## config.mk

```make
export PLATFORM = sky130hd
export DESIGN_NAME = clock_status_led_driver
export DESIGN_NICKNAME = d
export VERILOG_FILES = /design/src/sv/csld_pkg.sv /design/src/sv/csld_blink.sv /design/src/sv/clock_status_led_driver.sv
export SDC_FILE = /design/constraint.sdc
export NUM_CORES = 1
export LEC_CHECK = 0
export CORE_MARGIN = 4
export CORE_UTILIZATION = 48
export DETAILED_ROUTE_END_ITERATION = 6
export DONT_BUFFER_PORTS = 1
export HOLD_SLACK_MARGIN = 0.08
export PLACE_DENSITY = 0.65
export SLEW_MARGIN = 20
export SYNTH_ARGS = -nofsm -noshare
export SYNTH_HDL_FRONTEND = slang
export SYNTH_SLANG_ARGS = --single-unit
export TNS_END_PERCENT = 20
```

## constraint.sdc

```tcl
create_clock -name clk -period 6.4 [get_ports clk]
set_clock_uncertainty 0.15 [all_clocks]
set_input_delay 0.32 -clock clk [delete_from_list [all_inputs] [get_ports clk]]
set_output_delay 0.32 -clock clk [all_outputs]
set_load 0.05 [all_outputs]
```

## src/sv/csld_pkg.sv

```systemverilog
`timescale 1ns / 1ps
// ----------------------------------------------------------------------------
// Clock status LED driver package
// Word types, codes, configuration layout and blink pattern tables.
// ----------------------------------------------------------------------------
package csld_pkg;

    localparam int TIME_BITS = 16;
    localparam int CFG_W     = 16;
    localparam int COUNT_W   = CFG_W + 1;
    localparam int CMP_W     = (TIME_BITS > CFG_W) ? TIME_BITS : CFG_W;
    localparam int CFG_IDX_W = 3;

    localparam logic [1:0] KIND_TICK   = 2'd0;
    localparam logic [1:0] KIND_MINUTE = 2'd1;
    localparam logic [1:0] KIND_PULSE  = 2'd2;
    localparam logic [1:0] KIND_ERROR  = 2'd3;

    localparam logic [2:0] CS_INITIAL  = 3'd0;
    localparam logic [2:0] CS_SYNCED   = 3'd1;
    localparam logic [2:0] CS_PENDING  = 3'd2;
    localparam logic [2:0] CS_HEADLESS = 3'd3;
    localparam logic [2:0] CS_RUNNING  = 3'd4;

    localparam logic [1:0] RED_ERROR  = 2'd0;
    localparam logic [1:0] RED_OFF    = 2'd1;
    localparam logic [1:0] RED_SLOW   = 2'd2;
    localparam logic [1:0] RED_STEADY = 2'd3;

    localparam logic [CFG_IDX_W-1:0] REG_SHORT_TIME   = 3'd0;
    localparam logic [CFG_IDX_W-1:0] REG_LONG_TIME    = 3'd1;
    localparam logic [CFG_IDX_W-1:0] REG_ERROR_HALF   = 3'd2;
    localparam logic [CFG_IDX_W-1:0] REG_ERROR_HOLD   = 3'd3;
    localparam logic [CFG_IDX_W-1:0] REG_SIGNAL_EXP   = 3'd4;
    localparam logic [CFG_IDX_W-1:0] REG_STEADY_ON    = 3'd5;

    typedef struct packed {
        logic [1:0] kind;
        logic [2:0] clock_state;
    } item_t;

    typedef struct packed {
        logic green_led;
        logic red_led;
    } result_t;

    typedef struct packed {
        logic [CFG_W-1:0] short_time;
        logic [CFG_W-1:0] long_time;
        logic [CFG_W-1:0] error_half_period;
        logic [CFG_W-1:0] error_hold;
        logic [CFG_W-1:0] signal_expiry;
        logic [CFG_W-1:0] steady_on_time;
    } cfg_t;

    localparam cfg_t CFG_RESET = '{
        short_time:        CFG_W'(20),
        long_time:         CFG_W'(90),
        error_half_period: CFG_W'(10),
        error_hold:        CFG_W'(80),
        signal_expiry:     CFG_W'(200),
        steady_on_time:    CFG_W'(6000)
    };

    function automatic logic [CFG_W-1:0] green_on(input logic [2:0] mode, input cfg_t cfg);
        logic [CFG_W-1:0] t;
        case (mode)
            CS_INITIAL:  t = cfg.short_time;
            CS_SYNCED:   t = cfg.long_time;
            CS_PENDING:  t = cfg.short_time;
            CS_HEADLESS: t = cfg.long_time;
            CS_RUNNING:  t = cfg.steady_on_time;
            default:     t = '0;
        endcase
        return t;
    endfunction

    function automatic logic [CFG_W-1:0] green_off(input logic [2:0] mode, input cfg_t cfg);
        logic [CFG_W-1:0] t;
        case (mode)
            CS_INITIAL:  t = cfg.short_time;
            CS_SYNCED:   t = cfg.long_time;
            CS_PENDING:  t = cfg.long_time;
            CS_HEADLESS: t = cfg.short_time;
            CS_RUNNING:  t = '0;
            default:     t = cfg.short_time;
        endcase
        return t;
    endfunction

    function automatic logic [CFG_W-1:0] red_on(input logic [1:0] mode, input cfg_t cfg);
        logic [CFG_W-1:0] t;
        case (mode)
            RED_ERROR: t = cfg.error_half_period;
            RED_SLOW:  t = cfg.short_time;
            default:   t = '0;
        endcase
        return t;
    endfunction

    function automatic logic [CFG_W-1:0] red_off(input logic [1:0] mode, input cfg_t cfg);
        logic [CFG_W-1:0] t;
        case (mode)
            RED_ERROR: t = cfg.error_half_period;
            RED_SLOW:  t = cfg.long_time;
            default:   t = '0;
        endcase
        return t;
    endfunction

endpackage

```

## src/sv/csld_blink.sv

```systemverilog
`timescale 1ns / 1ps
// ----------------------------------------------------------------------------
// Blink phase counter step
// Computes the next phase count of one LED pattern from its on and off times.
// ----------------------------------------------------------------------------
module csld_blink (
    input  logic                          restart,
    input  logic [csld_pkg::COUNT_W-1:0]  count,
    input  logic [csld_pkg::CFG_W-1:0]    on_time,
    input  logic [csld_pkg::CFG_W-1:0]    off_time,
    output logic [csld_pkg::COUNT_W-1:0]  count_next
);
    import csld_pkg::*;

    logic [COUNT_W-1:0] period;
    logic [COUNT_W:0]   count_inc;

    assign period    = {1'b0, on_time} + {1'b0, off_time};
    assign count_inc = {1'b0, count} + {{COUNT_W{1'b0}}, 1'b1};

    always_comb
    begin
        if (restart || (count_inc >= {1'b0, period}))
        begin
            count_next = '0;
        end
        else
        begin
            count_next = count_inc[COUNT_W-1:0];
        end
    end

endmodule

```

## src/sv/clock_status_led_driver.sv

```systemverilog
`timescale 1ns / 1ps
// ----------------------------------------------------------------------------
// Clock status LED driver
// Green and red status LEDs of a radio-synchronized clock, driven by ticks
// and receiver events.
// ----------------------------------------------------------------------------
// One word is accepted every clock cycle while the input register is free or
// advancing, and every word yields one result word. A word is held in the
// input register until the result register can take it; its state update
// and LED levels are then computed and land in the result register, which
// presents the result until it is taken. The rate of one word per cycle
// when the output is not stalled is set by the combinational counter
// update between those two registers. Configuration writes take effect for
// the next word taken into the input register.
module clock_status_led_driver (
    input  logic                            clk,
    input  logic                            rst_n,
    input  logic                            item_valid,
    output logic                            item_ready,
    input  csld_pkg::item_t                 item,
    output logic                            result_valid,
    input  logic                            result_ready,
    output csld_pkg::result_t               result,
    input  logic                            cfg_we,
    input  logic [csld_pkg::CFG_IDX_W-1:0]  cfg_index,
    input  logic [csld_pkg::CFG_W-1:0]      cfg_data
);
    import csld_pkg::*;

    cfg_t cfg_reg, cfg_next;

    logic    s1_valid_reg, s1_valid_next;
    item_t   s1_item_reg;
    logic    out_valid_reg, out_valid_next;
    result_t out_reg, out_next;
    logic    advance;
    logic    tick;

    logic [2:0]           green_mode_reg, green_mode_next;
    logic [COUNT_W-1:0]   green_count_reg, green_count_next, green_blink;
    logic [1:0]           red_mode_reg, red_mode_next;
    logic [COUNT_W-1:0]   red_count_reg, red_count_next, red_blink;
    logic [TIME_BITS-1:0] error_age_reg, error_age_next;
    logic [TIME_BITS-1:0] signal_age_reg, signal_age_next;
    logic                 error_pending_reg, error_pending_next;
    logic                 minute_ok_reg, minute_ok_next;
    logic                 signal_valid_reg, signal_valid_next;
    logic                 green_restart, red_restart;
    logic [1:0]           red_mode_tick;
    logic [CFG_W-1:0]     red_on_next;

    assign advance      = s1_valid_reg && (!out_valid_reg || result_ready);
    assign item_ready   = !s1_valid_reg || advance;
    assign tick         = advance && (s1_item_reg.kind == KIND_TICK);
    assign result_valid = out_valid_reg;
    assign result       = out_reg;

    always_comb
    begin
        cfg_next = cfg_reg;
        if (cfg_we)
        begin
            case (cfg_index)
                REG_SHORT_TIME: cfg_next.short_time        = cfg_data;
                REG_LONG_TIME:  cfg_next.long_time         = cfg_data;
                REG_ERROR_HALF: cfg_next.error_half_period = cfg_data;
                REG_ERROR_HOLD: cfg_next.error_hold        = cfg_data;
                REG_SIGNAL_EXP: cfg_next.signal_expiry     = cfg_data;
                REG_STEADY_ON:  cfg_next.steady_on_time    = cfg_data;
                default:        cfg_next = cfg_reg;
            endcase
        end
    end

    always_comb
    begin
        s1_valid_next = s1_valid_reg;
        if (item_ready)
        begin
            s1_valid_next = item_valid;
        end
        out_valid_next = out_valid_reg;
        if (advance)
        begin
            out_valid_next = 1'b1;
        end
        else if (result_ready)
        begin
            out_valid_next = 1'b0;
        end
    end

    // Flag, timer and mode updates; events touch flags, and a pulse also clears the signal age.
    always_comb
    begin
        error_pending_next = error_pending_reg;
        minute_ok_next     = minute_ok_reg;
        signal_valid_next  = signal_valid_reg;
        signal_age_next    = signal_age_reg;
        error_age_next     = error_age_reg;
        green_mode_next    = green_mode_reg;
        red_mode_tick      = red_mode_reg;
        if (advance)
        begin
            case (s1_item_reg.kind)
                KIND_TICK:
                begin
                    green_mode_next = s1_item_reg.clock_state;
                    if (signal_valid_reg)
                    begin
                        if (signal_age_reg != {TIME_BITS{1'b1}})
                        begin
                            signal_age_next = signal_age_reg + 1'b1;
                        end
                        if (CMP_W'(signal_age_next) >= CMP_W'(cfg_reg.signal_expiry))
                        begin
                            signal_valid_next = 1'b0;
                            minute_ok_next    = 1'b0;
                        end
                    end
                    if (error_pending_reg)
                    begin
                        error_pending_next = 1'b0;
                        error_age_next     = '0;
                        red_mode_tick      = RED_ERROR;
                    end
                    else if (red_mode_reg == RED_ERROR)
                    begin
                        if (error_age_reg != {TIME_BITS{1'b1}})
                        begin
                            error_age_next = error_age_reg + 1'b1;
                        end
                        if (CMP_W'(error_age_next) >= CMP_W'(cfg_reg.error_hold))
                        begin
                            red_mode_tick = RED_STEADY;
                        end
                    end
                    if (red_mode_tick != RED_ERROR)
                    begin
                        if (minute_ok_next)
                        begin
                            red_mode_tick = RED_OFF;
                        end
                        else if (signal_valid_next)
                        begin
                            red_mode_tick = RED_SLOW;
                        end
                        else
                        begin
                            red_mode_tick = RED_STEADY;
                        end
                    end
                end
                KIND_MINUTE:
                begin
                    minute_ok_next = 1'b1;
                end
                KIND_PULSE:
                begin
                    signal_valid_next = 1'b1;
                    signal_age_next   = '0;
                end
                KIND_ERROR:
                begin
                    error_pending_next = 1'b1;
                    minute_ok_next     = 1'b0;
                end
                default:
                begin
                    error_pending_next = error_pending_reg;
                end
            endcase
        end
    end

    assign green_restart = (s1_item_reg.clock_state != green_mode_reg);
    assign red_restart   = (red_mode_tick != red_mode_reg);

    csld_blink u_green_blink (
        .restart    (green_restart),
        .count      (green_count_reg),
        .on_time    (green_on(green_mode_reg, cfg_reg)),
        .off_time   (green_off(green_mode_reg, cfg_reg)),
        .count_next (green_blink)
    );

    csld_blink u_red_blink (
        .restart    (red_restart),
        .count      (red_count_reg),
        .on_time    (red_on(red_mode_reg, cfg_reg)),
        .off_time   (red_off(red_mode_reg, cfg_reg)),
        .count_next (red_blink)
    );

    assign green_count_next = tick ? green_blink : green_count_reg;
    assign red_count_next   = tick ? red_blink : red_count_reg;
    assign red_mode_next    = red_mode_tick;
    assign red_on_next      = red_on(red_mode_next, cfg_reg);

    always_comb
    begin
        out_next = out_reg;
        if (advance)
        begin
            out_next.green_led = (green_count_next <
                                  {1'b0, green_on(green_mode_next, cfg_reg)});
            case (red_mode_next)
                RED_OFF:    out_next.red_led = 1'b0;
                RED_STEADY: out_next.red_led = 1'b1;
                default:    out_next.red_led = (red_count_next < {1'b0, red_on_next});
            endcase
        end
    end

    always_ff @(posedge clk or negedge rst_n)
    begin
        if (!rst_n)
        begin
            cfg_reg           <= CFG_RESET;
            s1_valid_reg      <= 1'b0;
            out_valid_reg     <= 1'b0;
            green_mode_reg    <= CS_INITIAL;
            green_count_reg   <= '0;
            red_mode_reg      <= RED_STEADY;
            red_count_reg     <= '0;
            error_age_reg     <= '0;
            signal_age_reg    <= '0;
            error_pending_reg <= 1'b0;
            minute_ok_reg     <= 1'b0;
            signal_valid_reg  <= 1'b0;
        end
        else
        begin
            cfg_reg           <= cfg_next;
            s1_valid_reg      <= s1_valid_next;
            out_valid_reg     <= out_valid_next;
            green_mode_reg    <= green_mode_next;
            green_count_reg   <= green_count_next;
            red_mode_reg      <= red_mode_next;
            red_count_reg     <= red_count_next;
            error_age_reg     <= error_age_next;
            signal_age_reg    <= signal_age_next;
            error_pending_reg <= error_pending_next;
            minute_ok_reg     <= minute_ok_next;
            signal_valid_reg  <= signal_valid_next;
        end
    end

    always_ff @(posedge clk)
    begin
        if (item_ready)
        begin
            s1_item_reg <= item;
        end
        out_reg <= out_next;
    end

`ifndef SYNTH
    a_s1_hold: assert property (@(posedge clk) disable iff (!rst_n)
        (s1_valid_reg && !advance) |=> (s1_valid_reg && $stable(s1_item_reg)))
        else $error("Input register lost or changed a stalled word.");

    a_slow_needs_signal: assert property (@(posedge clk) disable iff (!rst_n)
        (red_mode_reg == RED_SLOW) |-> signal_valid_reg)
        else $error("Red LED blinks slowly without a valid signal.");

    a_expiry_clears_minute: assert property (@(posedge clk) disable iff (!rst_n)
        $fell(signal_valid_reg) |-> !minute_ok_reg)
        else $error("Signal expired but the decoded minute flag stayed set.");

    a_red_restart: assert property (@(posedge clk) disable iff (!rst_n)
        (red_mode_reg != $past(red_mode_reg)) |-> (red_count_reg == '0))
        else $error("Red pattern did not restart on a mode change.");

    a_green_restart: assert property (@(posedge clk) disable iff (!rst_n)
        (green_mode_reg != $past(green_mode_reg)) |-> (green_count_reg == '0))
        else $error("Green pattern did not restart on a state change.");
`endif

endmodule
```

==> flow_metrics.tcl, run 1 <==
set metrics [dict create \
    die_h_um 174 \
    use_met1_pct 33.0 \
    final-seq-area_sq_mm 0.00454 \
    fmax_mhz 160 \
    cp-start-kind "flop" \
    holdPathStages 4 \
    io-pin-count 33 \
    grt_max_degree 173 \
    vias 11200 \
    final_common_cell "nand2_1" \
    drt-total-wl_mm 35.8 \
    ys_seq_area_share_pct 34.2 \
    grt_pass1_wl_mm 57.1 \
    gr-max-usage-layer "met2" \
    grt_use_met3_pct 4.13 \
    placed_cells 1872 \
    largest_register_ffs 96 \
    hold_end "cfg_reg[19]$_DFFE_PN1P_" \
    num-fill-cells 2407 \
    timing.rr.end "result[1]$_DFFE_PP_" \
    syn_area_per_cell_sq_um 8.94 \
    cp-end-kind "flop" \
    nNetsFinal 1730 \
    start_util_pct 49.1 \
    post-route-period-util_pct 97.8 \
    drt_iter0_markers 627 \
    p_leak_uw 0.00701 \
    r2r_cells 27 \
    setup_viol 0 \
    drive_gt1_share_pct 20.2 \
    grt-ovfl-total 0 \
    grt_setup_unrepaired "yes" \
    place_congestion 0.898 \
    netlist_area_sq_mm 0.0133 \
    syn2layout_area_growth_pct 16.6 \
    finalWorstPathRequiredPeriod_ns 6.26 \
    synth_ff_type "dfrtp_1" \
    port_buffers 0 \
    async_flop_share_pct 96.1 \
    grt_pass1_vias 10800 \
    cts_tree "done" \
    worstHoldStart "cfg_index[0]" \
    root_buffer "clkbuf_16" \
    synth_nets 1654 \
    num_rows 60 \
    dpl_cell_area_sq_mm 0.0141 \
    synth_edf_count 7 \
    instances_no_fill 1951 \
    synth_top_area_share_pct 28.2 \
    layout_common_cells "nand2_1, dfrtp_1, ha_1" \
    antenna_found_initial 3 \
    clock_path_buffers 2 \
    die_w_um 174 \
    rr_startpoint "green_mode_reg[2]$_DFF_PN0_" \
    multi_input_area_sq_mm 0.00866 \
    grt_usage_pct 23.0 \
    final_area_sq_mm 0.0155 \
    grt.met2_usage_pct 36.9 \
    drt_drc_violations_left 0 \
    cp_slowest_cell "dfrtp_2" \
    critPathMaxStageDelay_ns 0.44 \
    path_buf_inv 2 \
    ys_warn_count 0 \
    required_ns 6.56 \
    htree_levels 4 \
    hpwl_mm 26.0 \
    dieArea_sq_mm 0.0304 \
    slew_headroom_pct 33.6 \
    avgViaCountPerCell 5.75 \
    worstMarginPinSlew_ns 0.994 \
    fp.coreArea_sq_mm 0.0271 \
    synth_area_leader_cell "dfrtp_1" \
    min_path_type "in -> reg" \
    timing.max_cap.violations 0 \
    synth_cell_types 68 \
    powerDensity_mw_per_mm2 395 \
    synth_area_leaders "dfrtp_1, ha_1, mux2_2, nand2_1, a21oi_1" \
    cts_sinks 179 \
    outcome "finished, final reports clean" \
    cts_made_buffers 17 \
    clock_latency_ns 0.44 \
    firstDrtPassIters 7 \
    finalMaxSlewViolations 0 \
    arrival_ns 6.42 \
    criticalPathCategory "reg -> reg" \
    final_hold_viol_count 0 \
    synth_cells 1488 \
    synth_seq_cells 179 \
    drtAntennaViolNets 0 \
    critPathTopFamily "compound AO/OA/AOI/OAI gates" \
    critical_path.max_fanout 14 \
    ff2ff_setup_slack_ns 0.14 \
    fin_tns_setup_ns 0 \
    clk_pin_slew_ns 0.08 \
    final_core_util_pct 57.2 \
    ir_drop_mv 0.226 \
    wire_per_inst_um 18.3 \
]
-- worst max-delay path by stage --
stage | cells after the start | end | from
after detailed placement | 31 | result[1]$_DFFE_PP_ | green_mode_reg[2]$_DFF_PN0_
after global placement | 29 | result[1]$_DFFE_PP_ | green_mode_reg[0]$_DFF_PN0_
after CTS | 32 | result[0]$_DFFE_PP_ | red_mode_reg[1]$_DFF_PN1_
after floorplan | 34 | result[0]$_DFFE_PP_ | red_mode_reg[1]$_DFF_PN1_
final | 27 | result[1]$_DFFE_PP_ | green_mode_reg[2]$_DFF_PN0_
after global routing | 33 | result[1]$_DFFE_PP_ | green_mode_reg[2]$_DFF_PN0_
-- cell usage after synthesis (4+ instances only) --
master,number
o21bai_1,5
xnor2_1,52
xor2_1,32
ha_1,135
inv_1,54
dfstp_2,22
a22o_1,21
o31ai_1,18
nor4_1,5
a2111oi_0,5
nand2b_1,37
mux2_2,99
nor2b_1,13
nor3_1,21
o211ai_1,8
and3_1,12
nand3_1,44
o41ai_1,5
a21o_1,25
and2_1,6
nand2_1,231
clkbuf_1,50
nand4_1,24
edfxtp_1,7
nor2_1,59
a21oi_1,135
dfrtp_1,150
o2111ai_1,4
o21ai_0,81
o21a_1,12
a21boi_0,19
o22ai_1,16
or3_1,6
and4_1,5
a31oi_1,10
or2_2,7
nor3b_1,4
-- layout make-up --
class	count	area share, %
multi-input combinational	1195	55.8
timing repair buffer	116	6.53
antenna	2	0.0323
sequential	179	29.3
tap	372	3.00
inverter	55	1.35
clock inverter	15	1.22
clock buffer	17	2.74
-- logic make-up after synthesis --
group | count (synthesis) | share of synthesized area (%)
XOR/XNOR | 84 | 5.53
adder cells (fa/ha/maj) | 137 | 13.0
flip-flops | 179 | 34.2
AND/OR/NAND/NOR | 482 | 16.9
multiplexers | 103 | 8.71
AO/OA/AOI/OAI | 389 | 18.3
buffers and inverters | 114 | 3.34
-- metrics by stage --
| step | setup WS (ns) | hold WS [ns] | total power, uW |
|---|---|---|---|
| after global placement | 0.00185 | -0.120 | 4620 |
| after CTS | -0.00382 | 0.114 | 5890 |
| after floorplan | -0.0133 | -0.126 | 3820 |
| final | 0.142 | 0.120 | 6130 |
| after detailed placement | -0.168 | -0.119 | 4690 |
| after global routing | -0.260 | 0.126 | 6630 |
-- what timing repair did --
action	in CTS	in global routing
setup buffers	0	17
hold buffers	25	0
endpoints found under the hold margin	275	0
endpoints found under the setup margin	2	2
cloned	0	3
pin swaps	3	55
resized for setup	7	64
-- report_power, final --
group          total (uW)  leakage (uW)  internal, uW  switching, uW
sequential           1570       0.00221          1350            227
clock                1110      0.000301           595            514
combinational        3450       0.00450          1610           1840
-- worst reg2reg max path: stages, from the launching register on --
cell       delay (ns)
dfrtp_2          0.44
buf_4            0.20
nand2b_1         0.15
a21boi_0         0.20
o21ai_0          0.11
ha_1             0.33
buf_4            0.14
a21oi_2          0.14
o21a_1           0.12
nor3_1           0.07
a41o_1           0.22
o41ai_4          0.37
xnor2_1          0.18
ha_1             0.27
a21o_1           0.21
a2111oi_4        0.39
o21ai_2          0.13
a2111oi_4        0.26
o21ai_4          0.14
o41ai_2          0.29
ha_1             0.31
nor2b_1          0.13
o21ai_0          0.13
nand2b_1         0.12
a2111oi_4        0.34
o2111ai_2        0.19
a311oi_2         0.23
o21a_1           0.16
-- layer usage --
| layer | routed length, um | share of wire [%] | vias to the layer above |
|---|---|---|---|
| met5 | 13 | 0.036 | - |
| met4 | 542 | 1.5 | 2 |
| met3 | 1610 | 4.5 | 39 |
| met2 | 16700 | 47 | 224 |
| met1 | 16900 | 47 | 5427 |
| li1 | - | - | 5517 |
(Power assumes the default switching activity.)
==> inputs of run 2 (changes only) <==
CORE_MARGIN = default   (was 4)
MAX_ROUTING_LAYER = met4   (was default)
==> run 2 against run 1 <==
Total power down 1.1%; die area fell by 6.8%; critical endpoint unchanged; critical path type unchanged; maximum frequency down 0.34%; register-to-register slack got worse by 0.02 ns; largest cell class unchanged; clock power about the same; hold slack better by 0.020 ns; setup slack worse by 0.022 ns; highest routed layer is now met4; combinational power fell by 1%; sequential cell count unchanged; sequential share of layout area grew 0.39 points; non-clock buffer count down 12.
==> flow_metrics.tcl, run 2 (synthesized netlist as in run 1, its figures left out) <==
set metrics [dict create \
    ir_drop_mv 0.192 \
    firstDrtPassIters 5 \
    num-fill-cells 2414 \
    worstMarginPinSlew_ns 0.999 \
    post-route-period-util_pct 98.1 \
    place_congestion 0.887 \
    fmax_mhz 159 \
    worst_hold_slack_ns 0.140 \
    dpl_cell_area_sq_mm 0.0141 \
    hpwl_mm 25.4 \
    final_area_sq_mm 0.0153 \
    min_path_type "in -> reg" \
    grt_setup_unrepaired "yes" \
    critical_path.max_fanout 6 \
    switchingPower_uw 2570 \
    cp-start-kind "flop" \
    final_hold_viol_count 0 \
    cp-end-kind "flop" \
    layout_common_cells "nand2_1, dfrtp_1, ha_1" \
    arrival_ns 6.44 \
    grt_pass1_wl_mm 57.2 \
    start_util_pct 49.1 \
    vias 11000 \
    p_int_uw 3490 \
    root_buffer "clkbuf_16" \
    pre_cts_ws_ns -0.286 \
    final-seq-area_sq_mm 0.00454 \
    nNetsFinal 1718 \
    p_leak_uw 0.00694 \
    avgViaCountPerCell 5.67 \
    drt_drc_violations_left 0 \
    power_frac_clock_pct 17.9 \
    drive_gt1_share_pct 19.0 \
    final_core_util_pct 56.5 \
    io-pin-count 33 \
    slew_headroom_pct 33.2 \
    timing.max_cap.violations 0 \
    outcome "finished, final reports clean" \
    required_ns 6.56 \
    drt_iter0_markers 642 \
    fin_tns_setup_ns 0 \
    swShare_pct 42.3 \
    cts_sinks 179 \
    num_rows 60 \
    clock_path_buffers 2 \
    fp.coreArea_sq_mm 0.0271 \
    setup_viol 0 \
    clk_pin_slew_ns 0.08 \
    htree_levels 4 \
    powerDensity_mw_per_mm2 396 \
    criticalPathCategory "reg -> reg" \
    multi_input_area_sq_mm 0.00860 \
    grt_usage_pct 26.3 \
    largest_register_ffs 96 \
    port_buffers 0 \
    grt_max_degree 173 \
    grt_pass1_vias 10700 \
    finalMaxSlewViolations 0 \
    syn2layout_area_growth_pct 15.1 \
    dieArea_sq_mm 0.0284 \
    cp_slowest_cell "dfrtp_2" \
    die_w_um 168 \
    finalWorstPathRequiredPeriod_ns 6.28 \
    pwr-share-comb_pct 56.3 \
    seq_power_share_pct 25.8 \
    antenna_found_initial 2 \
    wire_per_inst_um 18.0 \
    critPathMaxStageDelay_ns 0.42 \
    drtAntennaViolNets 0 \
    final_common_cell "nand2_1" \
    cts_made_buffers 17 \
    fin_ws_ns 0.120 \
    cts_tree "done" \
    grt-ovfl-total 0 \
    drt-total-wl_mm 34.8 \
    clock_latency_ns 0.44 \
    die_h_um 168 \
]
-- run 2: what timing repair did --
item,in CTS,in global routing
resized for setup,13,48
pin swaps,6,30
endpoints found under the setup margin,1,2
buffers inserted,0,10
cloned,0,1
hold buffers,25,0
hold endpoints to repair,275,0
-- run 2: area by class of cell --
class | count | share of cell area (%)
Tap cell | 372 | 3.04
Inverter | 55 | 1.36
Clock inverter | 14 | 1.07
Timing Repair Buffer | 104 | 5.79
Sequential cell | 179 | 29.7
Multi-Input combinational cell | 1195 | 56.2
Antenna cell | 1 | 0.0163
Clock buffer | 18 | 2.87
-- run 2: final timing paths --
check	slack [ns]	startpoint	to	cells after the start
max in group asynchronous	5.00	rst_n	green_mode_reg[0]$_DFF_PN0_	2
worst max register to register	0.12	green_mode_reg[0]$_DFF_PN0_	result[1]$_DFFE_PP_	33
min in group asynchronous	0.41	rst_n	error_age_reg[6]$_DFFE_PN0P_	2
worst max-delay path	0.12	green_mode_reg[0]$_DFF_PN0_	result[1]$_DFFE_PP_	33
worst min register to register	0.35	signal_age_reg[11]$_DFFE_PN0P_	signal_age_reg[11]$_DFFE_PN0P_	2
worst min-delay path	0.14	cfg_index[0]	cfg_reg[22]$_DFFE_PN1P_	4
-- run 2: through the flow --
stage          power, uW  cells
2_1_floorplan       3820   1488
3_3_place_gp        4590   1869
3_5_place_dp        4650   1869
4_1_cts             5850   1926
5_1_grt             6560   1938
6_report            6060   1938
-- run 2: critical path, delay by kind of cell, from the launching register on --
family,cells,cell delay (ns)
AOI/OAI and AO/OA,18,3.26
buffers and inverters,3,0.46
and+or+nand+nor,7,0.78
xor gates and xnor gates,2,0.30
adders and majority gates,3,0.79
DFF,1,0.42
-- run 2: layer usage --
layer / share of wire, % / up-vias / track usage [%] / routed length [um]
met5: 0 / - / - / 0
met4: 2.1 / 0 / 6.88 / 726
met3: 3.9 / 36 / 3.62 / 1370
met2: 45 / 194 / 40.2 / 15700
met1: 49 / 5270 / 36.4 / 17000
li1: - / 5495 / - / -
-- run 2: power groups by stage --
stage	clock, uW	combinational [uW]	sequential, uW
5_1_grt	1160	3810	1590
6_report	1080	3410	1560
4_1_cts	1110	3180	1560
3_5_place_dp	0	3070	1580
2_1_floorplan	0	2330	1500
3_3_place_gp	0	3020	1570
